### config.mk
export PLATFORM = sky130hd
export DESIGN_NAME = block_bitmap_allocator_top
export DESIGN_NICKNAME = d
export VERILOG_FILES = /design/src/sv/bba_pkg.sv /design/src/sv/block_bitmap_allocator_top.sv /design/src/sv/bba_bitmap.sv /design/src/sv/bba_ctrl.sv
export SDC_FILE = /design/constraint.sdc
export NUM_CORES = 1
export LEC_CHECK = 0
export BUFFER_PORTS_ARGS = -buffer_cell sky130_fd_sc_hd__buf_2
export CAP_MARGIN = 20
export CELL_PAD_IN_SITES_DETAIL_PLACEMENT = 0
export CELL_PAD_IN_SITES_GLOBAL_PLACEMENT = 1
export CORE_MARGIN = 1.5
export CORE_UTILIZATION = 45
export CTS_CLUSTER_SIZE = 12
export DETAILED_ROUTE_END_ITERATION = 8
export GPL_TIMING_DRIVEN = 1
export PLACE_DENSITY_LB_ADDON = 0.1
export SLEW_MARGIN = 10
export SYNTH_ARGS = -nofsm -noshare
export SYNTH_HDL_FRONTEND = slang
export SYNTH_SLANG_ARGS = --single-unit
### constraint.sdc
create_clock -name clk_i -period 4.8 [get_ports clk_i]
set_clock_uncertainty 0.2 [all_clocks]
set_input_delay 0.24 -clock clk_i [delete_from_list [all_inputs] [get_ports clk_i]]
set_output_delay 0.24 -clock clk_i [all_outputs]
set_load 0.01 [all_outputs]
### src/sv/bba_pkg.sv
package bba_pkg;

  localparam int BLOCK_COUNT = 1024;

  // The bitmap is kept in 32-bit words, one memory row per word.
  localparam int WORD_W    = 32;
  localparam int OFF_W     = $clog2(WORD_W);
  localparam int NUM_WORDS = (BLOCK_COUNT + WORD_W - 1) / WORD_W;
  localparam int ROW_W     = (NUM_WORDS > 1) ? $clog2(NUM_WORDS) : 1;
  localparam int BLK_W     = $clog2(BLOCK_COUNT);

  localparam int IDX_W    = 16;
  localparam int STATUS_W = 2;
  localparam int GRANT_W  = 10;

  localparam logic OP_ALLOC   = 1'b0;
  localparam logic OP_RELEASE = 1'b1;

  localparam logic [STATUS_W-1:0] ST_OK        = 2'd0;
  localparam logic [STATUS_W-1:0] ST_NO_FREE   = 2'd1;
  localparam logic [STATUS_W-1:0] ST_NOT_ALLOC = 2'd2;
  localparam logic [STATUS_W-1:0] ST_RANGE     = 2'd3;

  typedef struct packed {
    logic              we;
    logic [ROW_W-1:0]  waddr;
    logic [WORD_W-1:0] wdata;
    logic              re;
    logic [ROW_W-1:0]  raddr;
  } bba_mem_req_t;

  typedef struct packed {
    logic [STATUS_W-1:0] status;
    logic [GRANT_W-1:0]  grant;
  } bba_res_t;

  // Bits of a row that stand for real blocks; the tail of the last row does not.
  function automatic logic [WORD_W-1:0] row_mask(input logic [ROW_W-1:0] row);
    logic [WORD_W-1:0] m;
    m = '0;
    for (int b = 0; b < WORD_W; b++) begin
      m[b] = ((int'(row) * WORD_W + b) < BLOCK_COUNT);
    end
    return m;
  endfunction

  // Position of the lowest set bit; zero when no bit is set.
  function automatic logic [OFF_W-1:0] first_set(input logic [WORD_W-1:0] v);
    logic [OFF_W-1:0] pos;
    logic             found;
    pos   = '0;
    found = 1'b0;
    for (int b = 0; b < WORD_W; b++) begin
      if (v[b] && !found) begin
        pos   = OFF_W'(b);
        found = 1'b1;
      end
    end
    return pos;
  endfunction

endpackage

### src/sv/block_bitmap_allocator_top.sv
// First-fit block allocator over a 1024-entry occupancy bitmap held in a
// 32 x 32-bit synchronous RAM with one read and one write port. One item is
// handled at a time. A release first reads its bitmap word before its result
// is passed on, while an allocate on a full map or a release out of range
// goes to the result without a RAM read. An allocate grants the held lowest
// free block and then reads further RAM words, one at a time through the
// single read port of the bitmap RAM, to find the next free block after it.
// The result waits in the controller until the output register is free; the
// next request can be taken in the same cycle as the result becomes valid.
// Reset is immediate: per-row valid bits make every block read as free, so no
// clearing pass follows reset. The result sits in an output register, so a
// new request can be taken while the previous result waits.
module block_bitmap_allocator_top
  import bba_pkg::*;
(
  input  logic                clk_i,
  input  logic                rst_ni,
  input  logic                in_valid_i,
  output logic                in_ready_o,
  input  logic                op_i,
  input  logic [IDX_W-1:0]    block_index_i,
  output logic                out_valid_o,
  input  logic                out_ready_i,
  output logic [STATUS_W-1:0] status_o,
  output logic [GRANT_W-1:0]  granted_block_o
);

  bba_mem_req_t      mem_req;
  logic [WORD_W-1:0] mem_rdata;
  bba_res_t          res;
  logic              push;
  logic              out_free;

  logic                out_valid_q;
  logic [STATUS_W-1:0] status_q;
  logic [GRANT_W-1:0]  grant_q;

  bba_ctrl u_ctrl (
    .clk_i         (clk_i),
    .rst_ni        (rst_ni),
    .in_valid_i    (in_valid_i),
    .in_ready_o    (in_ready_o),
    .op_i          (op_i),
    .block_index_i (block_index_i),
    .mem_req_o     (mem_req),
    .mem_rdata_i   (mem_rdata),
    .res_o         (res),
    .push_o        (push),
    .out_free_i    (out_free)
  );

  bba_bitmap u_bitmap (
    .clk_i   (clk_i),
    .rst_ni  (rst_ni),
    .req_i   (mem_req),
    .rdata_o (mem_rdata)
  );

  assign out_free = !out_valid_q || out_ready_i;

  always_ff @(posedge clk_i or negedge rst_ni) begin
    if (!rst_ni) begin
      out_valid_q <= 1'b0;
    end else if (push) begin
      out_valid_q <= 1'b1;
    end else if (out_ready_i) begin
      out_valid_q <= 1'b0;
    end
  end

  always_ff @(posedge clk_i) begin
    if (push) begin
      status_q <= res.status;
      grant_q  <= res.grant;
    end
  end

  assign out_valid_o     = out_valid_q;
  assign status_o        = status_q;
  assign granted_block_o = grant_q;

endmodule

### src/sv/bba_bitmap.sv
module bba_bitmap
  import bba_pkg::*;
(
  input  logic              clk_i,
  input  logic              rst_ni,
  input  bba_mem_req_t      req_i,
  output logic [WORD_W-1:0] rdata_o
);

  logic [WORD_W-1:0]    mem_q [NUM_WORDS];
  logic [NUM_WORDS-1:0] row_vld_q;
  logic [WORD_W-1:0]    rdata_q;
  logic                 rvld_q;

  // A row that was never written since reset reads as all free.
  always_ff @(posedge clk_i or negedge rst_ni) begin
    if (!rst_ni) begin
      row_vld_q <= '0;
      rvld_q    <= 1'b0;
    end else begin
      if (req_i.we) begin
        row_vld_q[req_i.waddr] <= 1'b1;
      end
      if (req_i.re) begin
        rvld_q <= row_vld_q[req_i.raddr];
      end
    end
  end

  always_ff @(posedge clk_i) begin
    if (req_i.we) begin
      mem_q[req_i.waddr] <= req_i.wdata;
    end
    if (req_i.re) begin
      rdata_q <= mem_q[req_i.raddr];
    end
  end

  assign rdata_o = rvld_q ? rdata_q : '0;

endmodule

### src/sv/bba_ctrl.sv
module bba_ctrl
  import bba_pkg::*;
(
  input  logic              clk_i,
  input  logic              rst_ni,
  input  logic              in_valid_i,
  output logic              in_ready_o,
  input  logic              op_i,
  input  logic [IDX_W-1:0]  block_index_i,
  output bba_mem_req_t      mem_req_o,
  input  logic [WORD_W-1:0] mem_rdata_i,
  output bba_res_t          res_o,
  output logic              push_o,
  input  logic              out_free_i
);

  localparam logic [2:0] S_IDLE = 3'd0;
  localparam logic [2:0] S_ACHK = 3'd1;
  localparam logic [2:0] S_SCAN = 3'd2;
  localparam logic [2:0] S_RCHK = 3'd3;
  localparam logic [2:0] S_PUSH = 3'd4;

  logic [2:0]          state_q, state_d;
  logic [BLK_W-1:0]    idx_q, idx_d;
  logic [BLK_W-1:0]    grant_q, grant_d;
  logic [BLK_W-1:0]    hint_q, hint_d;
  logic [ROW_W-1:0]    row_q, row_d;
  logic                full_q, full_d;
  logic [STATUS_W-1:0] status_q, status_d;

  logic [BLK_W-1:0]  in_blk;
  logic              in_range;
  logic [OFF_W-1:0]  g_off;
  logic [OFF_W-1:0]  i_off;
  logic [WORD_W-1:0] lim;
  logic [WORD_W-1:0] above;
  logic [WORD_W-1:0] set_word;
  logic [WORD_W-1:0] clr_word;
  logic [WORD_W-1:0] a_cand;
  logic [WORD_W-1:0] s_cand;
  logic              last_row;
  logic [ROW_W-1:0]  next_row;

  assign in_blk   = block_index_i[BLK_W-1:0];
  assign in_range = ({1'b0, block_index_i} < (IDX_W+1)'(BLOCK_COUNT));
  assign g_off    = OFF_W'(grant_q);
  assign i_off    = OFF_W'(idx_q);
  assign lim      = row_mask(row_q);
  assign above    = ({WORD_W{1'b1}} << g_off) << 1;
  assign set_word = mem_rdata_i | (WORD_W'(1) << g_off);
  assign clr_word = mem_rdata_i & ~(WORD_W'(1) << i_off);
  assign a_cand   = ~set_word & above & lim;
  assign s_cand   = ~mem_rdata_i & lim;
  assign last_row = (row_q == ROW_W'(NUM_WORDS - 1));
  assign next_row = ROW_W'(row_q + 1'b1);

  assign in_ready_o   = (state_q == S_IDLE);
  assign res_o.status = status_q;
  assign res_o.grant  = GRANT_W'(grant_q);

  always_comb begin
    state_d   = state_q;
    idx_d     = idx_q;
    grant_d   = grant_q;
    hint_d    = hint_q;
    row_d     = row_q;
    full_d    = full_q;
    status_d  = status_q;
    mem_req_o = '0;
    push_o    = 1'b0;

    unique case (state_q)
      S_IDLE: begin
        if (in_valid_i) begin
          if (op_i == OP_ALLOC) begin
            if (full_q) begin
              status_d = ST_NO_FREE;
              grant_d  = '0;
              state_d  = S_PUSH;
            end else begin
              grant_d         = hint_q;
              row_d           = ROW_W'(hint_q >> OFF_W);
              mem_req_o.re    = 1'b1;
              mem_req_o.raddr = ROW_W'(hint_q >> OFF_W);
              state_d         = S_ACHK;
            end
          end else begin
            grant_d = '0;
            if (!in_range) begin
              status_d = ST_RANGE;
              state_d  = S_PUSH;
            end else begin
              idx_d           = in_blk;
              row_d           = ROW_W'(in_blk >> OFF_W);
              mem_req_o.re    = 1'b1;
              mem_req_o.raddr = ROW_W'(in_blk >> OFF_W);
              state_d         = S_RCHK;
            end
          end
        end
      end
      S_ACHK: begin
        mem_req_o.we    = 1'b1;
        mem_req_o.waddr = row_q;
        mem_req_o.wdata = set_word;
        status_d        = ST_OK;
        if (|a_cand) begin
          hint_d  = BLK_W'({row_q, first_set(a_cand)});
          state_d = S_PUSH;
        end else if (last_row) begin
          full_d  = 1'b1;
          state_d = S_PUSH;
        end else begin
          row_d           = next_row;
          mem_req_o.re    = 1'b1;
          mem_req_o.raddr = next_row;
          state_d         = S_SCAN;
        end
      end
      S_SCAN: begin
        if (|s_cand) begin
          hint_d  = BLK_W'({row_q, first_set(s_cand)});
          state_d = S_PUSH;
        end else if (last_row) begin
          full_d  = 1'b1;
          state_d = S_PUSH;
        end else begin
          row_d           = next_row;
          mem_req_o.re    = 1'b1;
          mem_req_o.raddr = next_row;
        end
      end
      S_RCHK: begin
        state_d = S_PUSH;
        if (!mem_rdata_i[i_off]) begin
          status_d = ST_NOT_ALLOC;
        end else begin
          status_d        = ST_OK;
          mem_req_o.we    = 1'b1;
          mem_req_o.waddr = row_q;
          mem_req_o.wdata = clr_word;
          if (full_q || (idx_q < hint_q)) begin
            hint_d = idx_q;
            full_d = 1'b0;
          end
        end
      end
      S_PUSH: begin
        push_o = out_free_i;
        if (out_free_i) begin
          state_d = S_IDLE;
        end
      end
      default: begin
        state_d = S_IDLE;
      end
    endcase
  end

  always_ff @(posedge clk_i or negedge rst_ni) begin
    if (!rst_ni) begin
      state_q <= S_IDLE;
      hint_q  <= '0;
      full_q  <= 1'b0;
    end else begin
      state_q <= state_d;
      hint_q  <= hint_d;
      full_q  <= full_d;
    end
  end

  always_ff @(posedge clk_i) begin
    idx_q    <= idx_d;
    grant_q  <= grant_d;
    row_q    <= row_d;
    status_q <= status_d;
  end

  // The scan never reads back the row it is writing in the same cycle.
  a_no_same_row : assert property (@(posedge clk_i) disable iff (!rst_ni)
    (mem_req_o.we && mem_req_o.re) |-> (mem_req_o.waddr != mem_req_o.raddr))
    else $error("bitmap read and write hit the same row");

  a_full_alloc : assert property (@(posedge clk_i) disable iff (!rst_ni)
    (state_q == S_IDLE && in_valid_i && op_i == OP_ALLOC && full_q)
      |=> (state_q == S_PUSH && status_q == ST_NO_FREE))
    else $error("allocate on a full map did not report no free block");

  a_full_src : assert property (@(posedge clk_i) disable iff (!rst_ni)
    $rose(full_q) |-> ($past(state_q) == S_ACHK || $past(state_q) == S_SCAN))
    else $error("full flag set outside an allocate scan");

  a_scan_not_full : assert property (@(posedge clk_i) disable iff (!rst_ni)
    (state_q == S_SCAN) |-> !full_q)
    else $error("scan running while the map is marked full");

endmodule

; Word-level counts from Yosys, hierarchy flattened
; Memories as Yosys holds them, arrays and structs flattened. A register that Yosys moved wholly into a read port is not among the register bits.
; Index checks and enable logic that the tools add are counted.
[totals]
register_bits = 87
latch_bits = 0
mem_bits_rw = 1024
rom_bits = 0
output_inout_bits = 14
wordCells = 561
n_memories = 1
[mem_list]
columns = memory, words, width, rd, rd_ports_with_merged_regs, wr, line_no
row1 = u_bitmap.mem_q, 32, 32, 1, 1, 1, bba_bitmap.sv:10  ; logic [WORD_W-1:0] mem_q [NUM_WORDS];
[classes]
addsub = 32
mul = 0
n_div = 0
order_cmp = 38
eq_ne = 18
shifts = 3
n_mux = 305
bitwise_logic = 9
n_reduce_logical = 143
[op_table]
columns = operator, n
row1 = $lt A32 B12 Y1 const B, 31
row2 = $mux W1, 201
row3 = $mux W5, 39
row4 = $add A10 B5 Y11 const B, 16
row5 = $and A32 B32 Y32, 4
row6 = $not A32 Y32, 3
row7 = $add A10 B4 Y11 const B, 8
row8 = $pmux W38 S2, 1
row9 = $mux W4, 16
row10 = $or A32 B32 Y32, 2
row11 = $reduce_or A32 Y1, 2
row12 = $shl A1 B5 Y32 const A, 2
row13 = $logic_and A1 B1 Y1, 63
row14 = $logic_not A1 Y1, 63
row15 = $mux W3, 17
row16 = $add A10 B3 Y11 const B, 4
row17 = $mux W6, 7
row18 = $mux W10, 4
row19 = $mux W38, 1
row20 = $mux W32, 1
row21 = $shl A32 B5 Y31 const A, 1
row22 = $pmux W10 S3, 1
row23 = $add A10 B2 Y11 const B, 2
row24 = $lt A5 B6 Y1 const B, 3
row25 = 33 further kinds, 56

; Depth between registers and ports, before layout
; Gate-level depths: netlist of run 1.
[depth]
ltp_word = 163
mapped_depth = 16
mapped_depth_nobuf = 12

; Hierarchy
; A second synthesis of run 1 with hierarchy kept.
[hier_totals]
hier_cells = 2304
hier_area_um2 = 46691.0
[modules_own_cells]
columns = mod, instances, cells_per_inst, area_each_um2, seq_area_each_um2
row1 = bba_bitmap, 1, 1672, 41411.0, 32536.2
row2 = bba_ctrl, 1, 617, 4872.2, 1161.1
row3 = block_bitmap_allocator_top, 1, 15, 407.9, 385.4

; Worst setup path before layout of run 1
; OpenSTA, ideal clock, no wires.
[synth_timing]
path_kind = reg-to-reg
start = register u_ctrl.idx_q[1]
end = memory u_bitmap.mem_q[17][0], enable pin
setup_time_ns = 0.422
arrival_ns = 3.823
slack_ns = 0.355
stages_incl_launch_ff = 10
n_path_buf = 3
period_less_slack_ns = 4.445
path_cell_list = edfxtp_1 > clkbuf_1 > clkbuf_1 > nor3_1 > o31a_1 > mux4_2 > a21o_1 > or3_1 > clkbuf_1 > nor2_1
[synth_between]
elab_chain_cells = 6
[synth_lines]
columns = element, line_no
row1 = from (decl), bba_ctrl.sv:24  ; logic [BLK_W-1:0] idx_q, idx_d;
row2 = from (signal assigned), bba_ctrl.sv:173  ; idx_q <= idx_d;
row3 = $bmux W1 S5 *, bba_ctrl.sv:135  ; if (!mem_rdata_i[i_off]) begin
row4 = $mux W1 (not written as such) *, bba_ctrl.sv:135
row5 = $mux W38 *, bba_ctrl.sv:135
row6 = $pmux W38 S2 *, bba_ctrl.sv:72  ; unique case (state_q)
row7 = $mux W1, bba_bitmap.sv:31  ; if (req_i.we) begin
row8 = $mux W1 (not written as such), bba_bitmap.sv:32  ; mem_q[req_i.waddr] <= req_i.wdata;
row9 = to (decl), bba_bitmap.sv:10
; Every way passes the cells marked *; elsewhere a longest branch is shown, timed or not. The select of a mux whose other input is x is not followed.

; Worst setup path after layout of run 1
[layout_timing]
start = register u_ctrl.grant_q[1]
end = register u_bitmap.rdata_q[6] (read register of u_bitmap.mem_q), data pin
[layout_between]
elab_chain_cells = 8
[layout_lines]
columns = element, line_no
row1 = from (decl), bba_ctrl.sv:25  ; logic [BLK_W-1:0] grant_q, grant_d;
row2 = from (signal assigned), bba_ctrl.sv:174  ; grant_q <= grant_d;
row3 = "parallel branches: the longest is 3 deep, another holds $shl A32 B5 Y31", -
row4 = $and A32 B32 Y32 * (2 in a row), bba_ctrl.sv:52  ; assign a_cand = ~set_word & above & lim;
row5 = $reduce_or A32 Y1 *, bba_ctrl.sv:107  ; if (|a_cand) begin
row6 = $mux W6 *, bba_ctrl.sv:107
row7 = $pmux W6 S3 *, bba_ctrl.sv:72
row8 = to (decl), bba_bitmap.sv:12  ; logic [WORD_W-1:0] rdata_q;
; Every way passes the cells marked *.
; A chain may end at the register's enable or synchronous reset.

==> out/qor.txt, run 1 <==
DIE
----------------------------------------------------------------------------------------
Die area                                                                      0.109 mm^2
Floorplan Core Area                                                           0.106 mm^2
Die W                                                                             330 um
Initial core utilization                                                           0.456
Die height                                                                        330 um
Io pins                                                                               35
Site Rows                                                                            119

LOGIC SYNTHESIS
----------------------------------------------------------------------------------------
Number of synthesized register bits                                                 1143
Post-synth ARST share                                                             0.0420
Post-synthesis instance area                                                 0.0482 mm^2
Proportion of synthesized chip area in sequential cells                            0.707
Synthesized instance count                                                          3455
Avg Inst Size Synth                                                            13.9 um^2
Number of enable-type register cells in the synthesized netlist                     1095
Synthesized netlist net count                                                       3487
Synth Flop Type                                                             sky130_fd_sc_hd__edfxtp_1
Post-synthesis cell type count                                                        81
Count of warnings emitted by yosys                                                     0

TIMING
----------------------------------------------------------------------------------------
Final critical delay including setup and external delays                         4.78 ns
Worst Max-Slew Pin Slew                                                          1.09 ns
Pins Over Slew Limit                                                                   0
Slew headroom                                                                      0.271
Post-route fraction of the period consumed by the critical path                    0.995
Count of final setup violators                                                         0
Maximum operating frequency                                                      209 MHz
Endpoints failing hold                                                                 0

CRITICAL PATH
----------------------------------------------------------------------------------------
CP dominant cell by count                                                   sky130_fd_sc_hd__buf_4
Crit path required time                                                          4.99 ns
CP Buf/Inv Count                                                                       9
Critical Path Max Stage Delay                                                    0.65 ns
Flop-to-flop setup slack                                                         0.02 ns
Path type of the worst setup path                                             reg -> reg
Type of origin of the critical path                                                 flop
Category of cells accounting for the largest share of critical-path delay   buffers and inverters
Worst path arrival time                                                          4.96 ns
Maximum fanout along the worst path                                                   20
Category of the worst setup path capture point                                      flop
CP Cell Sequence                                                            buf_4 -> nor3_1 -> buf_4 -> nand3_1 -> buf_4 -> nand2_1 -> buf_4 -> nor4_4 -> buf_4 -> a21o_1 -> buf_4 -> a21oi_4 -> buf_12 -> buf_12 -> buf_4 -> a21oi_1 -> a22o_1 -> a22o_1 -> nor4_4
Slowest library cell on the worst path                                      sky130_fd_sc_hd__nor4_4

CELLS AND AREA
----------------------------------------------------------------------------------------
Number of nets in the final layout                                                  3809
Utilization after layout                                                           0.541
Highest-count cells in the layout ignoring fill and taps                    1095 x sky130_fd_sc_hd__edfxtp_1, 476 x sky130_fd_sc_hd__nand2_1, 311 x sky130_fd_sc_hd__buf_4
Antenna diode count                                                                    0
Layout overhead on the synthesized area                                            18.6%
Non-filler cells, final                                                             5253
Share of layout cells above drive strength 1                                       0.191
Final design instance area without fill                                      0.0571 mm^2
Leading cell type in the layout, fill and taps excluded                     sky130_fd_sc_hd__edfxtp_1

DRT
----------------------------------------------------------------------------------------
Antenna Violating Nets Remaining                                                       0
Iteration count of the initial detailed-routing pass                                   5
Vias post-DR                                                                       31900
Detailed-route vias per instance                                                    6.08
Final WL                                                                       159000 um
Routed wire per std cell                                                         30.2 um
Initial detailed-routing violation count                                            3744
Number of design rule violations left after detail routing                             0

CLOCK TREE
----------------------------------------------------------------------------------------
Max clock buf depth                                                                    3
Num CTS Buffers                                                                      117
H-tree lvl count                                                                       3
Clock slew seen by the registers of the worst setup and hold paths               0.06 ns
CTS tree                                                                             yes
Number of sinks driven by the clock tree                                            1143
CTS Root Cell                                                               sky130_fd_sc_hd__clkbuf_16
Worst-skew pair later-pin latency                                                0.75 ns

GRT
----------------------------------------------------------------------------------------
Total routing resource utilization after global routing                            0.291
Pin count of the biggest net entering global routing                                  83
Total congestion overflow                                                              0
Initial antenna violation count                                                        9
First-pass GRT wire length                                                     225000 um
Via count of the first global-routing pass                                         31200

PLACE
----------------------------------------------------------------------------------------
Placed cells                                                                        5008
Final weighted congestion in routability-driven placement                          0.955
Count of buffers from port buffering                                                  34
Area of placed instances                                                     0.0532 mm^2
Sum of net half-perimeters after detailed placement                             99800 um

PWR
----------------------------------------------------------------------------------------
Pwr/cell area                                                                431 mW/mm^2
Maximum resistive drop on vdd                                                 0.000304 V
Leakage power summed over all cells                                              19.3 nW

RUN
----------------------------------------------------------------------------------------
Number of violations of the max-capacitance limit                                      0

OUTCOME
----------------------------------------------------------------------------------------
Result of the run                                                              completed

HOLD PATH
----------------------------------------------------------------------------------------
Worst min path class                                                           in -> reg

-- per-stage QoR --
stage	hold WS [ns]	setup WS, ns	power, W	setup TNS, ns
6_report	0.0595	0.0248	0.0246	0
5_1_grt	0.0624	-0.00893	0.0254	-0.00893
4_1_cts	0.0248	0.0341	0.0247	0
3_5_place_dp	0.207	-0.275	0.0161	-0.275
3_3_place_gp	0.209	-0.421	0.0161	-1.08
2_1_floorplan	-0.256	0.355	0.0141	0
-- report_power, final --
part | switching (W) | leakage [nW] | total [W] | internal [W]
Combinational | 0.00277 | 7.32 | 0.00447 | 0.00170
Clock | 0.00376 | 1.72 | 0.00861 | 0.00485
Sequential | 0.000257 | 10.3 | 0.0115 | 0.0113
Total | 0.00679 | 19.3 | 0.0246 | 0.0178
-- metal layers --
metal	vias to the layer above	GRT usage	share of wire
met3	229	0.0458	0.070
met1	16400	0.422	0.44
met4	4	0.0785	0.025
li1	14100	-	-
met2	1232	0.458	0.46
met5	-	0	0.00017
-- flip-flops by register name (all words and copies together), names as in the netlist --
| name | count |
|---|---|
| out_valid_o | 1 |
| u_bitmap.mem_q | 1024 |
| u_ctrl.grant_q | 10 |
| u_ctrl.state_q | 3 |
| u_bitmap.rdata_q | 32 |
| u_ctrl.idx_q | 10 |
| u_ctrl.status_q | 2 |
| status_o | 2 |
| granted_block_o | 10 |
| u_ctrl.hint_q | 10 |
| u_bitmap.rvld_q | 1 |
| u_ctrl.row_q | 5 |
| u_ctrl.full_q | 1 |
| u_bitmap.row_vld_q | 32 |
-- path summary, 6_finish.rpt --
kind | startpoint | end | cells past startpoint
max | u_ctrl.grant_q[1] | u_bitmap.rdata_q[6] | 19
min | block_index_i[6] | u_ctrl.idx_q[6] | 2
max reg2reg | u_ctrl.grant_q[1] | u_bitmap.rdata_q[6] | 19
min reg2reg | u_ctrl.grant_q[7] | granted_block_o[7] | 0
max in group asynchronous | rst_ni | u_bitmap.rvld_q | 4
min in group asynchronous | rst_ni | u_ctrl.hint_q[6] | 4
-- timing repair --
action                                  in CTS  in global routing
buffers inserted                             3                 16
hold buffers                                21                  0
pin swaps                                    1                  3
cloned                                       0                  0
hold endpoints to repair                    74                  0
resized for setup                            1                  4
endpoints found under the setup margin       1                  3
-- area by class of cell --
cell class | instances | area, um^2
Multi-Input combinational cell | 2039 | 13300
Inverter | 27 | 101
Clock buffer | 160 | 3200
Fill cell | 8754 | 48600
Sequential cell | 1143 | 34100
Timing Repair Buffer | 449 | 4360
Clock inverter | 44 | 362
Tap cell | 1391 | 1740
-- worst reg2reg max path: stages, from the launching register on --
cell	delay (ns)
sky130_fd_sc_hd__edfxtp_1	0.45
sky130_fd_sc_hd__buf_4	0.18
sky130_fd_sc_hd__nor3_1	0.18
sky130_fd_sc_hd__buf_4	0.22
sky130_fd_sc_hd__nand3_1	0.10
sky130_fd_sc_hd__buf_4	0.16
sky130_fd_sc_hd__nand2_1	0.08
sky130_fd_sc_hd__buf_4	0.15
sky130_fd_sc_hd__nor4_4	0.04
sky130_fd_sc_hd__buf_4	0.16
sky130_fd_sc_hd__a21o_1	0.20
sky130_fd_sc_hd__buf_4	0.16
sky130_fd_sc_hd__a21oi_4	0.24
sky130_fd_sc_hd__buf_12	0.24
sky130_fd_sc_hd__buf_12	0.23
sky130_fd_sc_hd__buf_4	0.19
sky130_fd_sc_hd__a21oi_1	0.05
sky130_fd_sc_hd__a22o_1	0.23
sky130_fd_sc_hd__a22o_1	0.29
sky130_fd_sc_hd__nor4_4	0.65
-- kinds of logic (layout without fill, tap and decap cells) --
logic type / count (synthesis) / after routing / share of synthesized area
and+or+nand+nor: 967 / 967 / 0.0980
adders and majority gates: 11 / 11 / 0.00286
buffers and inverters: 273 / 680 / 0.0273
DFF: 1143 / 1143 / 0.707
AOI/OAI and AO/OA: 878 / 878 / 0.125
xor gates and xnor gates: 3 / 3 / 0.000545
muxes: 180 / 180 / 0.0394
-- cell usage after synthesis, types with 51 or more instances --
library cell	n	area, um^2
sky130_fd_sc_hd__a211oi_1	165	1240
sky130_fd_sc_hd__a21oi_1	171	856
sky130_fd_sc_hd__a22o_1	70	613
sky130_fd_sc_hd__a22oi_1	59	443
sky130_fd_sc_hd__a31oi_1	140	876
sky130_fd_sc_hd__buf_2	78	390
sky130_fd_sc_hd__clkbuf_1	117	439
sky130_fd_sc_hd__edfxtp_1	1095	32900
sky130_fd_sc_hd__mux2i_1	164	1640
sky130_fd_sc_hd__nand2_1	478	1790
sky130_fd_sc_hd__nand3_1	58	290
sky130_fd_sc_hd__nor2_1	93	349
sky130_fd_sc_hd__nor2b_1	141	882
sky130_fd_sc_hd__o21ai_0	51	255
sky130_fd_sc_hd__o22ai_1	94	588
Note: power is estimated with default switching activity, not from simulation.
==> inputs of run 2 (changes only) <==
--- a/config.mk
+++ b/config.mk
@@ -10,7 +10,7 @@
 export CELL_PAD_IN_SITES_DETAIL_PLACEMENT = 0
 export CELL_PAD_IN_SITES_GLOBAL_PLACEMENT = 1
 export CORE_MARGIN = 1.5
-export CORE_UTILIZATION = 45
+export CORE_UTILIZATION = 40
 export CTS_CLUSTER_SIZE = 12
 export DETAILED_ROUTE_END_ITERATION = 8
 export GPL_TIMING_DRIVEN = 1
==> out/qor.txt, run 2 (synthesized netlist as in run 1, its figures left out) <==
HOLD PATH
---------------------------------------------------------------------------------
Worst min path class                                                    in -> reg
Start point of the worst min-delay path                              block_index_i[7]

TIMING
---------------------------------------------------------------------------------
Pins Over Slew Limit                                                            0   unchanged
Endpoints failing hold                                                          0   unchanged
Final TNS setup                                                              0 ns   unchanged
Post-route fraction of the period consumed by the critical path             0.952   -0.0431
Final critical delay including setup and external delays                  4.57 ns   -0.207 ns
Worst Max-Slew Pin Slew                                                   1.08 ns   -0.0133 ns
Unrepaired setup endpoints after global routing                                no
Slew headroom                                                               0.280   +0.00887
Count of final setup violators                                                  0   unchanged
Maximum operating frequency                                               219 MHz   +4.5%

GRT
---------------------------------------------------------------------------------
Total congestion overflow                                                       0   unchanged
Total routing resource utilization after global routing                     0.254   -0.0373
Met2 track utilization from global routing                                  0.409   -0.0489
First-pass GRT wire length                                              224000 um   -0.69%
Met1 Track Usage GR                                                         0.358   -0.0640
Via count of the first global-routing pass                                  30600   -1.8%
Initial antenna violation count                                                 3   -6
GRT busiest layer                                                            met2
Met3 GRT Util                                                              0.0363   -0.00950
Pin count of the biggest net entering global routing                          105   +27%

CRITICAL PATH
---------------------------------------------------------------------------------
Critical Path Max Stage Delay                                             0.72 ns   +0.07 ns
Path type of the worst setup path                                      reg -> reg
Slowest library cell on the worst path                               sky130_fd_sc_hd__edfxtp_1
Launching point of the worst reg2reg path                            u_ctrl.grant_q[4]
Maximum fanout along the worst path                                            58   +190%
CP dominant cell by count                                            sky130_fd_sc_hd__buf_4
Worst path arrival time                                                   4.82 ns   -0.14 ns
Type of origin of the critical path                                          flop
Crit path required time                                                   5.05 ns   +0.06 ns
CP Cell Sequence                                                     nand2_1 -> o31ai_1 -> buf_4 -> nand3_1 -> nor4_4 -> a21o_1 -> buf_4 -> a21o_4 -> buf_4 -> buf_12 -> mux2i_1 -> a22oi_1 -> o22ai_1 -> nor4_2
Category of the worst setup path capture point                               flop
Beginning of the critical path                                       u_ctrl.grant_q[4]

DIE
---------------------------------------------------------------------------------
Site Rows                                                                     127   +6.7%
Floorplan Core Area                                                    0.120 mm^2   +13%
Die area                                                               0.123 mm^2   +12%
Io pins                                                                        35   unchanged
Die height                                                                 350 um   +6.0%
Die W                                                                      350 um   +6.0%
Initial core utilization                                                    0.403   -0.0531

PLACE
---------------------------------------------------------------------------------
Final weighted congestion in routability-driven placement                   0.909   -4.8%
Sum of net half-perimeters after detailed placement                      98300 um   -1.5%
Count of buffers from port buffering                                           34   unchanged

DRT
---------------------------------------------------------------------------------
Number of design rule violations left after detail routing                      0   unchanged
Antenna Violating Nets Remaining                                                0   unchanged
Routed wire per std cell                                                  29.0 um   -3.9%
Initial detailed-routing violation count                                     2882   -23%
Vias post-DR                                                                31400   -1.8%
Iteration count of the initial detailed-routing pass                            5   unchanged
Detailed-route vias per instance                                             5.83   -4.0%
Final WL                                                                156000 um   -1.7%

CELLS AND AREA
---------------------------------------------------------------------------------
Top Registers                                                        u_bitmap.mem_q: 1024 flops, u_bitmap.rdata_q: 32 flops, u_bitmap.row_vld_q: 32 flops
Utilization after layout                                                    0.473   -0.0676
Area occupied by multi-input gates                                    0.0133 mm^2   -0.24%
Flip-flop count of the largest register after layout                         1024   unchanged
Number of nets in the final layout                                           3693   -3.0%
Share of layout cells above drive strength 1                                0.168   -0.0227
Count of fill cells added during filler insertion                           10500   +20%
Combined flip-flop and latch cell area                                0.0341 mm^2   unchanged
Highest-count cells in the layout ignoring fill and taps             1095 x sky130_fd_sc_hd__edfxtp_1, 476 x sky130_fd_sc_hd__nand2_1, 201 x sky130_fd_sc_hd__buf_4
Layout overhead on the synthesized area                                     17.4%
Most flops, register                                                 u_bitmap.mem_q
Leading cell type in the layout, fill and taps excluded              sky130_fd_sc_hd__edfxtp_1

CLOCK TREE
---------------------------------------------------------------------------------
Clock slew seen by the registers of the worst setup and hold paths        0.06 ns   about the same
Max clock buf depth                                                             3   unchanged
CTS Root Cell                                                        sky130_fd_sc_hd__clkbuf_16
Post CTS Setup Buffer Count                                                     0   -3
Num CTS Buffers                                                               121   +3.4%
CTS tree                                                                      yes
H-tree lvl count                                                                3   unchanged
Worst-skew pair later-pin latency                                         0.74 ns   about the same
Number of sinks driven by the clock tree                                     1143   unchanged

PWR
---------------------------------------------------------------------------------
Maximum resistive drop on vdd                                          0.000393 V   +29%
Leakage power summed over all cells                                       18.8 nW   -2.8%
Pwr/cell area                                                         434 mW/mm^2   +0.63%

OUTCOME
---------------------------------------------------------------------------------
Result of the run                                                       completed

RUN
---------------------------------------------------------------------------------
Number of violations of the max-capacitance limit                               0   unchanged

==> run 2: changes by cell type in the layout (fill, tap and decap cells not counted), sizes merged, moves of 2 or more <==
| cell | change |
|---|---|
| dlygate4sd3 | -5 |
| clkbuf | -2 |
| buf | -115 |
| clkinv | +13 |
| bufinv | +2 |
| inv | +4 |
==> run 2: through the flow <==
step / power (W) / hold WS (ns) / worst slack [ns] / area [um^2] / std cells
after detailed placement: 0.0158 / 0.208 / 0.251 / 52700 / 5133
after floorplan: 0.0141 / -0.256 / 0.355 / 48200 / 3455
after CTS: 0.0247 / 0.00451 / 0.246 / 56600 / 5371
final: 0.0245 / 0.0700 / 0.232 / 56600 / 5373
after global placement: 0.0158 / 0.196 / 0.337 / 52700 / 5133
after global routing: 0.0254 / 0.0593 / 0.0708 / 56600 / 5372
==> run 2: what timing repair did <==
action	in CTS	in global routing
hold buffers	16	0
gates resized for setup	0	0
hold endpoints to repair	74	0
==> run 2: final cells by class <==
class | instances | area share
Antenna cell | 1 | 0.0000442
Clock buffer | 158 | 0.0567
Clock inverter | 64 | 0.00920
Inverter | 27 | 0.00179
Multi-Input combinational cell | 2039 | 0.234
Sequential cell | 1143 | 0.602
Tap cell | 1612 | 0.0356
Timing Repair Buffer | 329 | 0.0601
==> run 2: worst paths after layout <==
check | to | slack (ns) | cells past startpoint
max | u_bitmap.rdata_q[6] | 0.23 | 14
min | u_ctrl.idx_q[7] | 0.07 | 2
max reg2reg | u_bitmap.rdata_q[6] | 0.23 | 14
min reg2reg | granted_block_o[8] | 0.22 | 0
max in group asynchronous | u_bitmap.rvld_q | 3.33 | 4
min in group asynchronous | u_ctrl.hint_q[7] | 0.53 | 4
==> run 2: per-layer routing <==
layer / routed length (um) / vias up
met1: 70300 / 16300
met4: 4090 / 2
li1: - / 13800
met5: 13 / -
met2: 73400 / 949
met3: 8030 / 226
==> run 2: report_power, final <==
group | switching (W) | internal, W
clock network | 0.00386 | 0.00501
registers | 0.000269 | 0.0113
logic | 0.00262 | 0.00149
==> run 2: worst max-delay path: cells and delay by family, from the launching register on <==
family / cells / cell delay [ns]
AO/OA/AOI/OAI: 5 / 1.33
buffers and inverters: 4 / 0.98
AND/OR/NAND/NOR: 4 / 0.75
flip-flops: 1 / 0.72
multiplexers: 1 / 0.27
